<file path="config.mk">
export PLATFORM = sky130hd
export DESIGN_NAME = expression_token_scanner_flat
export DESIGN_NICKNAME = d
export VERILOG_FILES = /design/src/hdl/ets_pkg.sv /design/src/hdl/ets_char_if.sv /design/src/hdl/ets_token_if.sv /design/src/hdl/ets_lexer.sv /design/src/hdl/ets_result_queue.sv /design/src/hdl/expression_token_scanner.sv /design/src/flat_wrapper.sv
export SDC_FILE = /design/constraint.sdc
export NUM_CORES = 1
export LEC_CHECK = 0
export ABC_AREA = 1
export BUFFER_PORTS_ARGS = -buffer_cell sky130_fd_sc_hd__buf_2
export CORE_UTILIZATION = 55
export CTS_CLUSTER_DIAMETER = 60
export DETAILED_ROUTE_END_ITERATION = 12
export PLACE_DENSITY = 0.76
export SLEW_MARGIN = 40
export SYNTH_ARGS = -nofsm -noshare
export SYNTH_HDL_FRONTEND = slang
export SYNTH_SLANG_ARGS = --single-unit
</file>
<file path="constraint.sdc">
create_clock -name clk -period 5.45 [get_ports clk]
set_input_delay 0.545 -clock clk [delete_from_list [all_inputs] [get_ports clk]]
set_output_delay 0.545 -clock clk [all_outputs]
set_load 0.01 [all_outputs]
</file>
<file path="src/hdl/ets_pkg.sv">
`timescale 1ns / 1ps
`default_nettype none

package ets_pkg;

  localparam int unsigned LENGTH_W = 16;
  localparam int unsigned OFFSET_W = 32;
  localparam int unsigned LINE_W   = 32;

  localparam logic [7:0] CHAR_LF    = 8'h0A;
  localparam logic [7:0] CHAR_CR    = 8'h0D;
  localparam logic [7:0] CHAR_SPACE = 8'h20;
  localparam logic [7:0] CHAR_HASH  = 8'h23;
  localparam logic [7:0] CHAR_DOT   = 8'h2E;

  // Literal names, left aligned, first letter in the top byte
  localparam logic [63:0] TEXT_I       = {"I", 56'd0};
  localparam logic [63:0] TEXT_PI      = {"Pi", 48'd0};
  localparam logic [63:0] TEXT_EULER   = {"Euler", 24'd0};
  localparam logic [63:0] TEXT_CATALAN = {"Catalan", 8'd0};

  typedef enum logic [1:0] {
    MODE_IDLE,
    MODE_IDENT,
    MODE_NUMBER,
    MODE_COMMENT
  } scan_mode_t;

  typedef enum logic [2:0] {
    KIND_IDENT   = 3'd0,
    KIND_LITERAL = 3'd1,
    KIND_NUMBER  = 3'd2,
    KIND_SINGLE  = 3'd3,
    KIND_END     = 3'd4
  } token_kind_t;

  typedef enum logic [2:0] {
    LIT_NONE    = 3'd0,
    LIT_I       = 3'd1,
    LIT_PI      = 3'd2,
    LIT_EULER   = 3'd3,
    LIT_CATALAN = 3'd4
  } lit_code_t;

  typedef struct packed {
    token_kind_t         kind;
    lit_code_t           code;
    logic [7:0]          char_byte;
    logic [LENGTH_W-1:0] length;
    logic [OFFSET_W-1:0] start;
    logic [LINE_W-1:0]   line;
  } token_t;

  // Results of one accepted byte: count says how many of first, second hold
  typedef struct packed {
    logic [1:0] count;
    token_t     first;
    token_t     second;
  } token_pair_t;

  function automatic logic is_alpha(input logic [7:0] b);
    return (b inside {["a":"z"], ["A":"Z"]});
  endfunction

  function automatic logic is_digit(input logic [7:0] b);
    return (b inside {["0":"9"]});
  endfunction

  function automatic logic is_space(input logic [7:0] b);
    return (b == CHAR_SPACE) || (b inside {[8'h09:8'h0D]});
  endfunction

  function automatic logic [2:0] lit_len(input lit_code_t code);
    logic [2:0] len;
    case (code)
      LIT_I:       len = 3'd1;
      LIT_PI:      len = 3'd2;
      LIT_EULER:   len = 3'd5;
      LIT_CATALAN: len = 3'd7;
      default:     len = 3'd0;
    endcase
    return len;
  endfunction

  function automatic logic [7:0] lit_char(input lit_code_t code, input logic [2:0] idx);
    logic [63:0] text;
    case (code)
      LIT_I:       text = TEXT_I;
      LIT_PI:      text = TEXT_PI;
      LIT_EULER:   text = TEXT_EULER;
      LIT_CATALAN: text = TEXT_CATALAN;
      default:     text = '0;
    endcase
    return text[{~idx, 3'b000} +: 8];
  endfunction

  function automatic lit_code_t lit_start(input logic [7:0] b);
    lit_code_t code;
    case (b)
      "I":     code = LIT_I;
      "P":     code = LIT_PI;
      "E":     code = LIT_EULER;
      "C":     code = LIT_CATALAN;
      default: code = LIT_NONE;
    endcase
    return code;
  endfunction

endpackage

`default_nettype wire

</file>
<file path="src/hdl/ets_char_if.sv">
`timescale 1ns / 1ps
`default_nettype none

interface ets_char_if;
  logic       valid;
  logic       ready;
  logic [7:0] char_byte;
  logic       end_of_input;

  modport source (output valid, output char_byte, output end_of_input, input ready);
  modport sink (input valid, input char_byte, input end_of_input, output ready);
endinterface

`default_nettype wire

</file>
<file path="src/hdl/ets_token_if.sv">
`timescale 1ns / 1ps
`default_nettype none

interface ets_token_if;
  logic        valid;
  logic        ready;
  logic [2:0]  token_kind;
  logic [2:0]  literal_code;
  logic [7:0]  token_char;
  logic [15:0] token_length;
  logic [31:0] start_offset;
  logic [31:0] line_number;

  modport source (
    output valid, output token_kind, output literal_code, output token_char,
    output token_length, output start_offset, output line_number, input ready
  );
  modport sink (
    input valid, input token_kind, input literal_code, input token_char,
    input token_length, input start_offset, input line_number, output ready
  );
endinterface

`default_nettype wire

</file>
<file path="src/hdl/ets_lexer.sv">
`timescale 1ns / 1ps
`default_nettype none

module ets_lexer
  import ets_pkg::*;
#(
  parameter int unsigned LENGTH_BITS   = 16,
  parameter int unsigned POSITION_BITS = 32
) (
  input  wire logic        clk,
  input  wire logic        rst,
  input  wire logic        take,
  input  wire logic [7:0]  char_byte,
  input  wire logic        end_of_input,
  output token_pair_t      results
);

  scan_mode_t               mode, mode_next;
  logic [LENGTH_BITS-1:0]   run_length, run_length_next;
  logic [POSITION_BITS-1:0] run_start, run_start_next;
  logic [7:0]               run_first_char, run_first_char_next;
  logic [POSITION_BITS-1:0] byte_position, byte_position_next;
  logic [LINE_W-1:0]        line_count, line_count_next;
  lit_code_t                literal_candidate, literal_candidate_next;
  logic [LINE_W-1:0]        run_start_line, run_start_line_next;

  logic              b_alpha, b_digit, b_space, b_alnum, b_numeric, b_newline;
  logic              run_open, run_ends, run_is_literal, cand_keeps;
  logic [LINE_W-1:0] line_inc;
  token_t            run_tok, byte_tok, end_tok;

  assign b_alpha   = is_alpha(char_byte);
  assign b_digit   = is_digit(char_byte);
  assign b_space   = is_space(char_byte);
  assign b_alnum   = b_alpha || b_digit;
  assign b_numeric = b_digit || (char_byte == CHAR_DOT);
  assign b_newline = (char_byte == CHAR_LF) || (char_byte == CHAR_CR);

  assign run_open = (mode == MODE_IDENT) || (mode == MODE_NUMBER);
  assign run_ends = ((mode == MODE_IDENT) && !b_alnum) ||
                    ((mode == MODE_NUMBER) && !b_numeric);

  assign line_inc = (line_count == '1) ? line_count : line_count + 1'b1;

  assign run_is_literal = (mode == MODE_IDENT) && (literal_candidate != LIT_NONE) &&
                          (run_length == LENGTH_BITS'(lit_len(literal_candidate)));

  // The candidate survives while the byte matches the name at this position
  assign cand_keeps = (literal_candidate != LIT_NONE) &&
                      (run_length < LENGTH_BITS'(lit_len(literal_candidate))) &&
                      (lit_char(literal_candidate, run_length[2:0]) == char_byte);

  always_comb begin
    run_tok.kind      = run_is_literal ? KIND_LITERAL :
                        ((mode == MODE_NUMBER) ? KIND_NUMBER : KIND_IDENT);
    run_tok.code      = run_is_literal ? literal_candidate : LIT_NONE;
    run_tok.char_byte = run_first_char;
    run_tok.length    = LENGTH_W'(run_length);
    run_tok.start     = OFFSET_W'(run_start);
    run_tok.line      = run_start_line;

    byte_tok.kind      = KIND_SINGLE;
    byte_tok.code      = LIT_NONE;
    byte_tok.char_byte = char_byte;
    byte_tok.length    = LENGTH_W'(1);
    byte_tok.start     = OFFSET_W'(byte_position);
    byte_tok.line      = line_count;

    end_tok.kind      = KIND_END;
    end_tok.code      = LIT_NONE;
    end_tok.char_byte = '0;
    end_tok.length    = '0;
    end_tok.start     = OFFSET_W'(byte_position);
    end_tok.line      = line_count;
  end

  // Next state
  always_comb begin : next_state
    logic between;
    between                = (mode == MODE_IDLE);
    mode_next              = mode;
    run_length_next        = run_length;
    run_start_next         = run_start;
    run_first_char_next    = run_first_char;
    byte_position_next     = byte_position;
    line_count_next        = line_count;
    literal_candidate_next = literal_candidate;
    run_start_line_next    = run_start_line;

    if (take) begin
      if (end_of_input) begin
        mode_next              = MODE_IDLE;
        run_length_next        = '0;
        run_start_next         = '0;
        run_first_char_next    = '0;
        byte_position_next     = '0;
        line_count_next        = '0;
        literal_candidate_next = LIT_NONE;
        run_start_line_next    = '0;
      end else begin
        byte_position_next = byte_position + 1'b1;
        if (mode == MODE_COMMENT) begin
          // the ending newline is consumed here and counted once
          if (b_newline) begin
            line_count_next = line_inc;
            mode_next       = MODE_IDLE;
          end
        end else begin
          if (run_open && !run_ends) begin
            literal_candidate_next = cand_keeps ? literal_candidate : LIT_NONE;
            run_length_next = (run_length == '1) ? run_length : run_length + 1'b1;
          end
          if (run_ends) begin
            between   = 1'b1;
            mode_next = MODE_IDLE;
          end
          if (between) begin
            if (b_space) begin
              if (char_byte == CHAR_LF) begin
                line_count_next = line_inc;
              end
            end else if (b_alpha || b_numeric) begin
              mode_next              = b_alpha ? MODE_IDENT : MODE_NUMBER;
              run_length_next        = LENGTH_BITS'(1);
              run_start_next         = byte_position;
              run_first_char_next    = char_byte;
              run_start_line_next    = line_count;
              literal_candidate_next = b_alpha ? lit_start(char_byte) : LIT_NONE;
            end else if (char_byte == CHAR_HASH) begin
              mode_next = MODE_COMMENT;
            end
          end
        end
      end
    end
  end

  // Results of this byte
  always_comb begin : result_out
    logic single;
    single = !b_space && !b_alpha && !b_numeric && (char_byte != CHAR_HASH) &&
             ((mode == MODE_IDLE) || run_ends);
    results.count  = 2'd0;
    results.first  = run_tok;
    results.second = end_tok;
    if (take) begin
      if (end_of_input) begin
        if (run_open) begin
          results.count = 2'd2;
        end else begin
          results.count = 2'd1;
          results.first = end_tok;
        end
      end else if (mode != MODE_COMMENT) begin
        if (run_ends) begin
          results.count  = single ? 2'd2 : 2'd1;
          results.second = byte_tok;
        end else if (single) begin
          results.count = 2'd1;
          results.first = byte_tok;
        end
      end
    end
  end

  always_ff @(posedge clk) begin
    if (rst) begin
      mode              <= MODE_IDLE;
      run_length        <= '0;
      run_start         <= '0;
      run_first_char    <= '0;
      byte_position     <= '0;
      line_count        <= '0;
      literal_candidate <= LIT_NONE;
      run_start_line    <= '0;
    end else begin
      mode              <= mode_next;
      run_length        <= run_length_next;
      run_start         <= run_start_next;
      run_first_char    <= run_first_char_next;
      byte_position     <= byte_position_next;
      line_count        <= line_count_next;
      literal_candidate <= literal_candidate_next;
      run_start_line    <= run_start_line_next;
    end
  end

endmodule

`default_nettype wire

</file>
<file path="src/hdl/ets_result_queue.sv">
`timescale 1ns / 1ps
`default_nettype none

module ets_result_queue
  import ets_pkg::*;
(
  input  wire logic         clk,
  input  wire logic         rst,
  input  wire token_pair_t  results,
  output logic              space,
  ets_token_if.source       token_out
);

  localparam int unsigned DEPTH = 4;

  token_t     slots [DEPTH];
  logic [1:0] wr_ptr, rd_ptr;
  logic [2:0] count;
  logic       pop;

  assign pop   = token_out.valid && token_out.ready;
  // room for the two results a byte can cause
  assign space = (count <= 3'(DEPTH - 2));

  assign token_out.valid        = (count != 3'd0);
  assign token_out.token_kind   = slots[rd_ptr].kind;
  assign token_out.literal_code = slots[rd_ptr].code;
  assign token_out.token_char   = slots[rd_ptr].char_byte;
  assign token_out.token_length = slots[rd_ptr].length;
  assign token_out.start_offset = slots[rd_ptr].start;
  assign token_out.line_number  = slots[rd_ptr].line;

  always_ff @(posedge clk) begin
    if (results.count != 2'd0) begin
      slots[wr_ptr] <= results.first;
    end
    if (results.count == 2'd2) begin
      slots[wr_ptr + 2'd1] <= results.second;
    end
  end

  always_ff @(posedge clk) begin
    if (rst) begin
      wr_ptr <= '0;
      rd_ptr <= '0;
      count  <= '0;
    end else begin
      wr_ptr <= wr_ptr + results.count;
      rd_ptr <= rd_ptr + 2'(pop);
      count  <= count + 3'(results.count) - 3'(pop);
    end
  end

endmodule

`default_nettype wire

</file>
<file path="src/hdl/expression_token_scanner.sv">
`timescale 1ns / 1ps
`default_nettype none
// Streaming lexer for arithmetic expression text.
// char_in carries one byte per transaction, or an end-of-input mark. Each
// transaction yields zero, one or two tokens on token_out: kind, literal code,
// first byte, length, start offset and the line count at the token start.
// Both channels move a transaction when valid and ready are high at a clock.
// A token is written into the result queue when the byte that ends it is accepted,
// and reaches token_out after the tokens queued before it. Throughput: one byte per
// cycle while char_in.ready is high. The state update for a byte is character-class
// logic and counters; tokens wait in a four-entry queue, and char_in.ready is high
// while that queue has room for two tokens. A byte that causes two tokens needs two
// output transactions, so a long stream of such bytes is held back by char_in.ready.
// When token_out is stalled, tokens collect in the queue and char_in.ready
// drops once fewer than two entries remain free; nothing is lost.
// Reset (rst, synchronous) empties the queue and clears offset, line count
// and scan state. An end-of-input mark does the same to the scan state after
// the final run token and the end token are queued.
module expression_token_scanner
  import ets_pkg::*;
#(
  parameter int unsigned LENGTH_BITS   = 16,
  parameter int unsigned POSITION_BITS = 32
) (
  input  wire logic   clk,
  input  wire logic   rst,
  ets_char_if.sink    char_in,
  ets_token_if.source token_out
);

  logic        space;
  logic        take;
  token_pair_t results;

  assign char_in.ready = space;
  assign take          = char_in.valid && space;

  ets_lexer #(
    .LENGTH_BITS   (LENGTH_BITS),
    .POSITION_BITS (POSITION_BITS)
  ) u_lexer (
    .clk          (clk),
    .rst          (rst),
    .take         (take),
    .char_byte    (char_in.char_byte),
    .end_of_input (char_in.end_of_input),
    .results      (results)
  );

  ets_result_queue u_queue (
    .clk       (clk),
    .rst       (rst),
    .results   (results),
    .space     (space),
    .token_out (token_out)
  );

endmodule

`default_nettype wire

</file>
<file path="src/flat_wrapper.sv">
// flat-port wrapper written by rule: the top's interface ports become plain ports
module expression_token_scanner_flat import ets_pkg::*;
#(
  parameter int unsigned LENGTH_BITS   = 16,
  parameter int unsigned POSITION_BITS = 32
)
  (clk, rst, char_in_valid, char_in_char_byte, char_in_end_of_input, char_in_ready, token_out_valid, token_out_token_kind, token_out_literal_code, token_out_token_char, token_out_token_length, token_out_start_offset, token_out_line_number, token_out_ready);
  ets_char_if char_in_i ();
  ets_token_if token_out_i ();
  input  wire logic clk;
  input  wire logic rst;
  input wire logic [$bits(char_in_i.valid)-1:0] char_in_valid;
  input wire logic [$bits(char_in_i.char_byte)-1:0] char_in_char_byte;
  input wire logic [$bits(char_in_i.end_of_input)-1:0] char_in_end_of_input;
  output wire logic [$bits(char_in_i.ready)-1:0] char_in_ready;
  output wire logic [$bits(token_out_i.valid)-1:0] token_out_valid;
  output wire logic [$bits(token_out_i.token_kind)-1:0] token_out_token_kind;
  output wire logic [$bits(token_out_i.literal_code)-1:0] token_out_literal_code;
  output wire logic [$bits(token_out_i.token_char)-1:0] token_out_token_char;
  output wire logic [$bits(token_out_i.token_length)-1:0] token_out_token_length;
  output wire logic [$bits(token_out_i.start_offset)-1:0] token_out_start_offset;
  output wire logic [$bits(token_out_i.line_number)-1:0] token_out_line_number;
  input wire logic [$bits(token_out_i.ready)-1:0] token_out_ready;
  assign char_in_i.valid = char_in_valid;
  assign char_in_i.char_byte = char_in_char_byte;
  assign char_in_i.end_of_input = char_in_end_of_input;
  assign char_in_ready = char_in_i.ready;
  assign token_out_valid = token_out_i.valid;
  assign token_out_token_kind = token_out_i.token_kind;
  assign token_out_literal_code = token_out_i.literal_code;
  assign token_out_token_char = token_out_i.token_char;
  assign token_out_token_length = token_out_i.token_length;
  assign token_out_start_offset = token_out_i.start_offset;
  assign token_out_line_number = token_out_i.line_number;
  assign token_out_i.ready = token_out_ready;
  expression_token_scanner #(.LENGTH_BITS(LENGTH_BITS), .POSITION_BITS(POSITION_BITS)) u_core (.clk(clk), .rst(rst), .char_in(char_in_i), .token_out(token_out_i));
endmodule
</file>
==> impl_metrics.yaml <==
status:
  status: "finished, final reports clean"
drt:
  dr.pass1.iters: 6
  route.detailed.wl_per_inst_um: 19.6
  initialDrtViolationCount: 2999
  postRouteAntennaNets: 0
  via_per_inst: 6.10
  vias: 26800
  drc: 0
  drt-total-wl_mm: 86.0
synth:
  synth_cell_types: 49
  synth_fp_nets: 3745
  synth-seq-cells: 540
  synth_area_um2: 28500
  synth_ff_type: "edfxtp_1"
  synth_edf_count: 304
  async_reset_ff_share_pct: 0
  syn_inst: 3715
  syn_area_per_cell_um2: 7.67
  ys_warn_count: 0
  yosysSeqAreaShare_pct: 48.6
place:
  dpl.hpwl_mm: 51.0
  port_buffers: 108
  gp_congestion: 0.969
  post_dp_cell_area_um2: 29200
  place_ws_ns: 1.16
  placed_cells: 4274
sta:
  setup_tns_ns: 0
  worstMarginPinSlew_ns: 0.894
  max_freq_mhz: 253
  slew_viol_final: 0
  setup_viol: 0
  worst_slack_ns: 1.50
  rsz0062_at_grt: "false"
  slew_headroom_pct: 40.4
  post-route-min-period_ns: 3.95
  fin_skew_ns: 0.0353
  hold_viol_final: 0
  fin_crit_sh_pct: 72.5
clock_tree:
  cts_resized: 0
  cts_hold_buffers: 0
  cts_buffers: 59
  numClockSinks: 540
  root_buffer: "clkbuf_16"
  cts.clk_slew.worst_paths_ns: 0.06
  cts.path.max_buffers: 3
  clock_latency_ns: 0.65
  h-tree-depth: 2
  cts_tree: "built"
  post_cts_buffers: 0
worst_setup_path:
  crit_family: "simple AND/OR/NAND/NOR gates"
  critPathMaxFanout: 44
  cp-start-kind: "register"
  crit_required_ns: 5.76
  cpMaxStageDelayCell: "nand2_4"
  path_cells: "a21oi_1, and2_1, buf_4, nand2_1, nor2_1, nand2_1, inv_2, nand2_4, nand2_4, buf_12"
  timing.rr.start: "u_core.u_queue.count[0]$_SDFF_PP0_"
  worstSetupEndpointType: "register"
  critPathBufInv: 3
  cp_slowest_stage_delay_ns: 0.65
  rr_endpoint: "u_core.u_queue.slots[0][24]$_DFFE_PP_"
  reg2reg_depth: 10
  crit_type: "register to register"
  arrival_ns: 4.26
  rrSetupSlack_ns: 1.50
worst_hold_path:
  hold_path_depth: 3
  hold_class: "input port to register"
  hold_start: "char_in_char_byte[2]"
  holdPathEnd: "u_core.u_lexer.run_first_char[2]$_SDFFE_PP0P_"
power:
  p_leak_nw: 10.5
  ir_drop_uv: 298
  powerDensity_nw_per_um2: 410
global_routing:
  antenna_found_initial: 1
  grt_max_degree: 97
  busiest_layer: "met2"
  grt_pass1_wl_mm: 135
  grt_use_met3_pct: 4.67
  met1_usage_pct: 40.9
  gr-usage-met2_pct: 53.8
  track_usage_pct: 32.0
  grt_pass1_vias: 25000
  grt_overflow: 0
final_layout:
  nNetsFinal: 3685
  layout-drive-gt1-share_pct: 7.69
  area_growth_pct: 9.46
  finalNonFillerCells: 4387
  fin_area_um2: 31200
floorplan:
  dieHeight_um: 230
  fp-row-count: 83
  core_region_area_um2: 51200
  top_level_ports: 109
  dieArea_um2: 52700
  initial_core_util_pct: 55.6
  die_w_um: 230
run:
  cap_viol_max_count: 0
## how the worst max path moves through the flow
stage | start | to | slack, ns | cells past startpoint
after CTS | u_core.u_queue.count[0]$_SDFF_PP0_ | u_core.u_queue.slots[0][33]$_DFFE_PP_ | 1.59 | 10
after floorplan | char_in_char_byte[6] | u_core.u_queue.slots[1][0]$_DFFE_PP_ | 1.20 | 16
after detailed placement | char_in_char_byte[3] | u_core.u_queue.slots[2][15]$_DFFE_PP_ | 1.16 | 19
after global placement | char_in_char_byte[0] | u_core.u_queue.slots[3][49]$_DFFE_PP_ | 1.18 | 19
final | u_core.u_queue.count[0]$_SDFF_PP0_ | u_core.u_queue.slots[0][24]$_DFFE_PP_ | 1.50 | 10
after global routing | u_core.u_lexer.mode[1]$_SDFFE_PP0P_ | u_core.u_queue.slots[2][8]$_DFFE_PP_ | 1.31 | 14
## worst min-delay path: cells and delay by family
kind / cells / cell delay [ns]
compound gates: 1 / 0.06
buf+inv: 1 / 0.16
simple gates: 1 / 0.10
## sequential cells by signal, indices dropped and copies added (netlist names), 3 cells and up
name / flops
u_core.u_queue.slots: 376
u_core.u_lexer.byte_position: 32
u_core.u_lexer.line_count: 32
u_core.u_lexer.run_start: 32
u_core.u_lexer.run_start_line: 32
u_core.u_lexer.run_length: 16
u_core.u_lexer.run_first_char: 8
u_core.u_lexer.literal_candidate: 3
u_core.u_queue.count: 3
## synth_stat cells (6+ instances only)
cell | n | share of area [%]
nand2_1 | 957 | 13
o21ai_0 | 524 | 9.2
nor2_1 | 434 | 5.7
edfxtp_1 | 304 | 32
dfxtp_1 | 236 | 17
o22ai_1 | 188 | 4.1
nand3_1 | 185 | 3.3
clkbuf_1 | 181 | 2.4
inv_1 | 165 | 2.2
a21oi_1 | 157 | 2.8
o211ai_1 | 65 | 1.7
buf_2 | 59 | 1.0
nor3_1 | 43 | 0.76
nand4_1 | 37 | 0.81
xor2_1 | 29 | 0.89
nor4_1 | 17 | 0.37
buf_1 | 16 | 0.21
ha_1 | 16 | 0.70
o21ai_1 | 15 | 0.26
inv_2 | 9 | 0.12
a221oi_1 | 7 | 0.22
buf_6 | 7 | 0.28
a211oi_1 | 6 | 0.16
## logic make-up after synthesis
group | after synthesis | synth area share, %
buffers and inverters | 449 | 6.44
AOI/OAI and AO/OA | 976 | 18.8
DFF | 540 | 48.6
adders and majority gates | 17 | 0.773
xor gates and xnor gates | 31 | 0.953
and+or+nand+nor | 1702 | 24.4
## placed cells by master (no fill, tap or decap), types with 5 or more instances in the layout
cell,netlist,final
ha_1,16,16
o21ai_1,15,16
bufinv_16,0,5
a221oi_1,7,7
buf_6,7,5
clkbuf_8,0,7
nand2_2,5,5
a21oi_1,157,157
clkinv_2,1,9
a211oi_1,6,6
nand4_1,37,37
clkinv_1,4,12
nor2_1,434,434
nand2_4,5,13
dfxtp_1,236,234
buf_12,0,6
o22ai_1,188,188
inv_4,3,5
inv_1,165,160
nand3_1,185,185
buf_2,59,107
nand2_1,957,949
o211ai_1,65,65
o21ai_0,524,523
clkbuf_16,0,61
edfxtp_1,304,304
buf_4,4,28
nor3_1,43,43
inv_2,9,12
nor4_1,17,17
xor2_1,29,29
clkbuf_1,181,13
## layout make-up
type	count	area (um^2)
clock inverter	28	287
tap	680	851
timing repair buffer	146	922
fill	4513	20000
multi-input combinational	2726	12900
clock buffer	83	1680
sequential	540	13900
inverter	182	702
antenna	2	5.00
## power breakdown
group          leakage (nW)  internal, W  switching, W
clock                 0.973      0.00239       0.00168
combinational          5.10      0.00100       0.00258
sequential             4.45      0.00490      0.000220
## metal layers
layer	wire length [um]	part of all wire, %	vias up
li1	-	-	12700
met1	34600	40	12600
met2	41000	48	1302
met3	7450	8.7	217
met4	2950	3.4	0
met5	0	0	-
## through the flow
| stage | hold WS (ns) | total power [W] | util (%) |
|---|---|---|---|
| after floorplan | 0.440 | 0.00740 | - |
| after CTS | 0.266 | 0.0128 | 60.9 |
| after detailed placement | 0.454 | 0.00873 | 57.0 |
| after global routing | 0.298 | 0.0133 | 60.9 |
| after global placement | 0.449 | 0.00869 | 57.0 |
| final | 0.295 | 0.0128 | 60.9 |
Note: power is estimated with default switching activity, not from simulation.
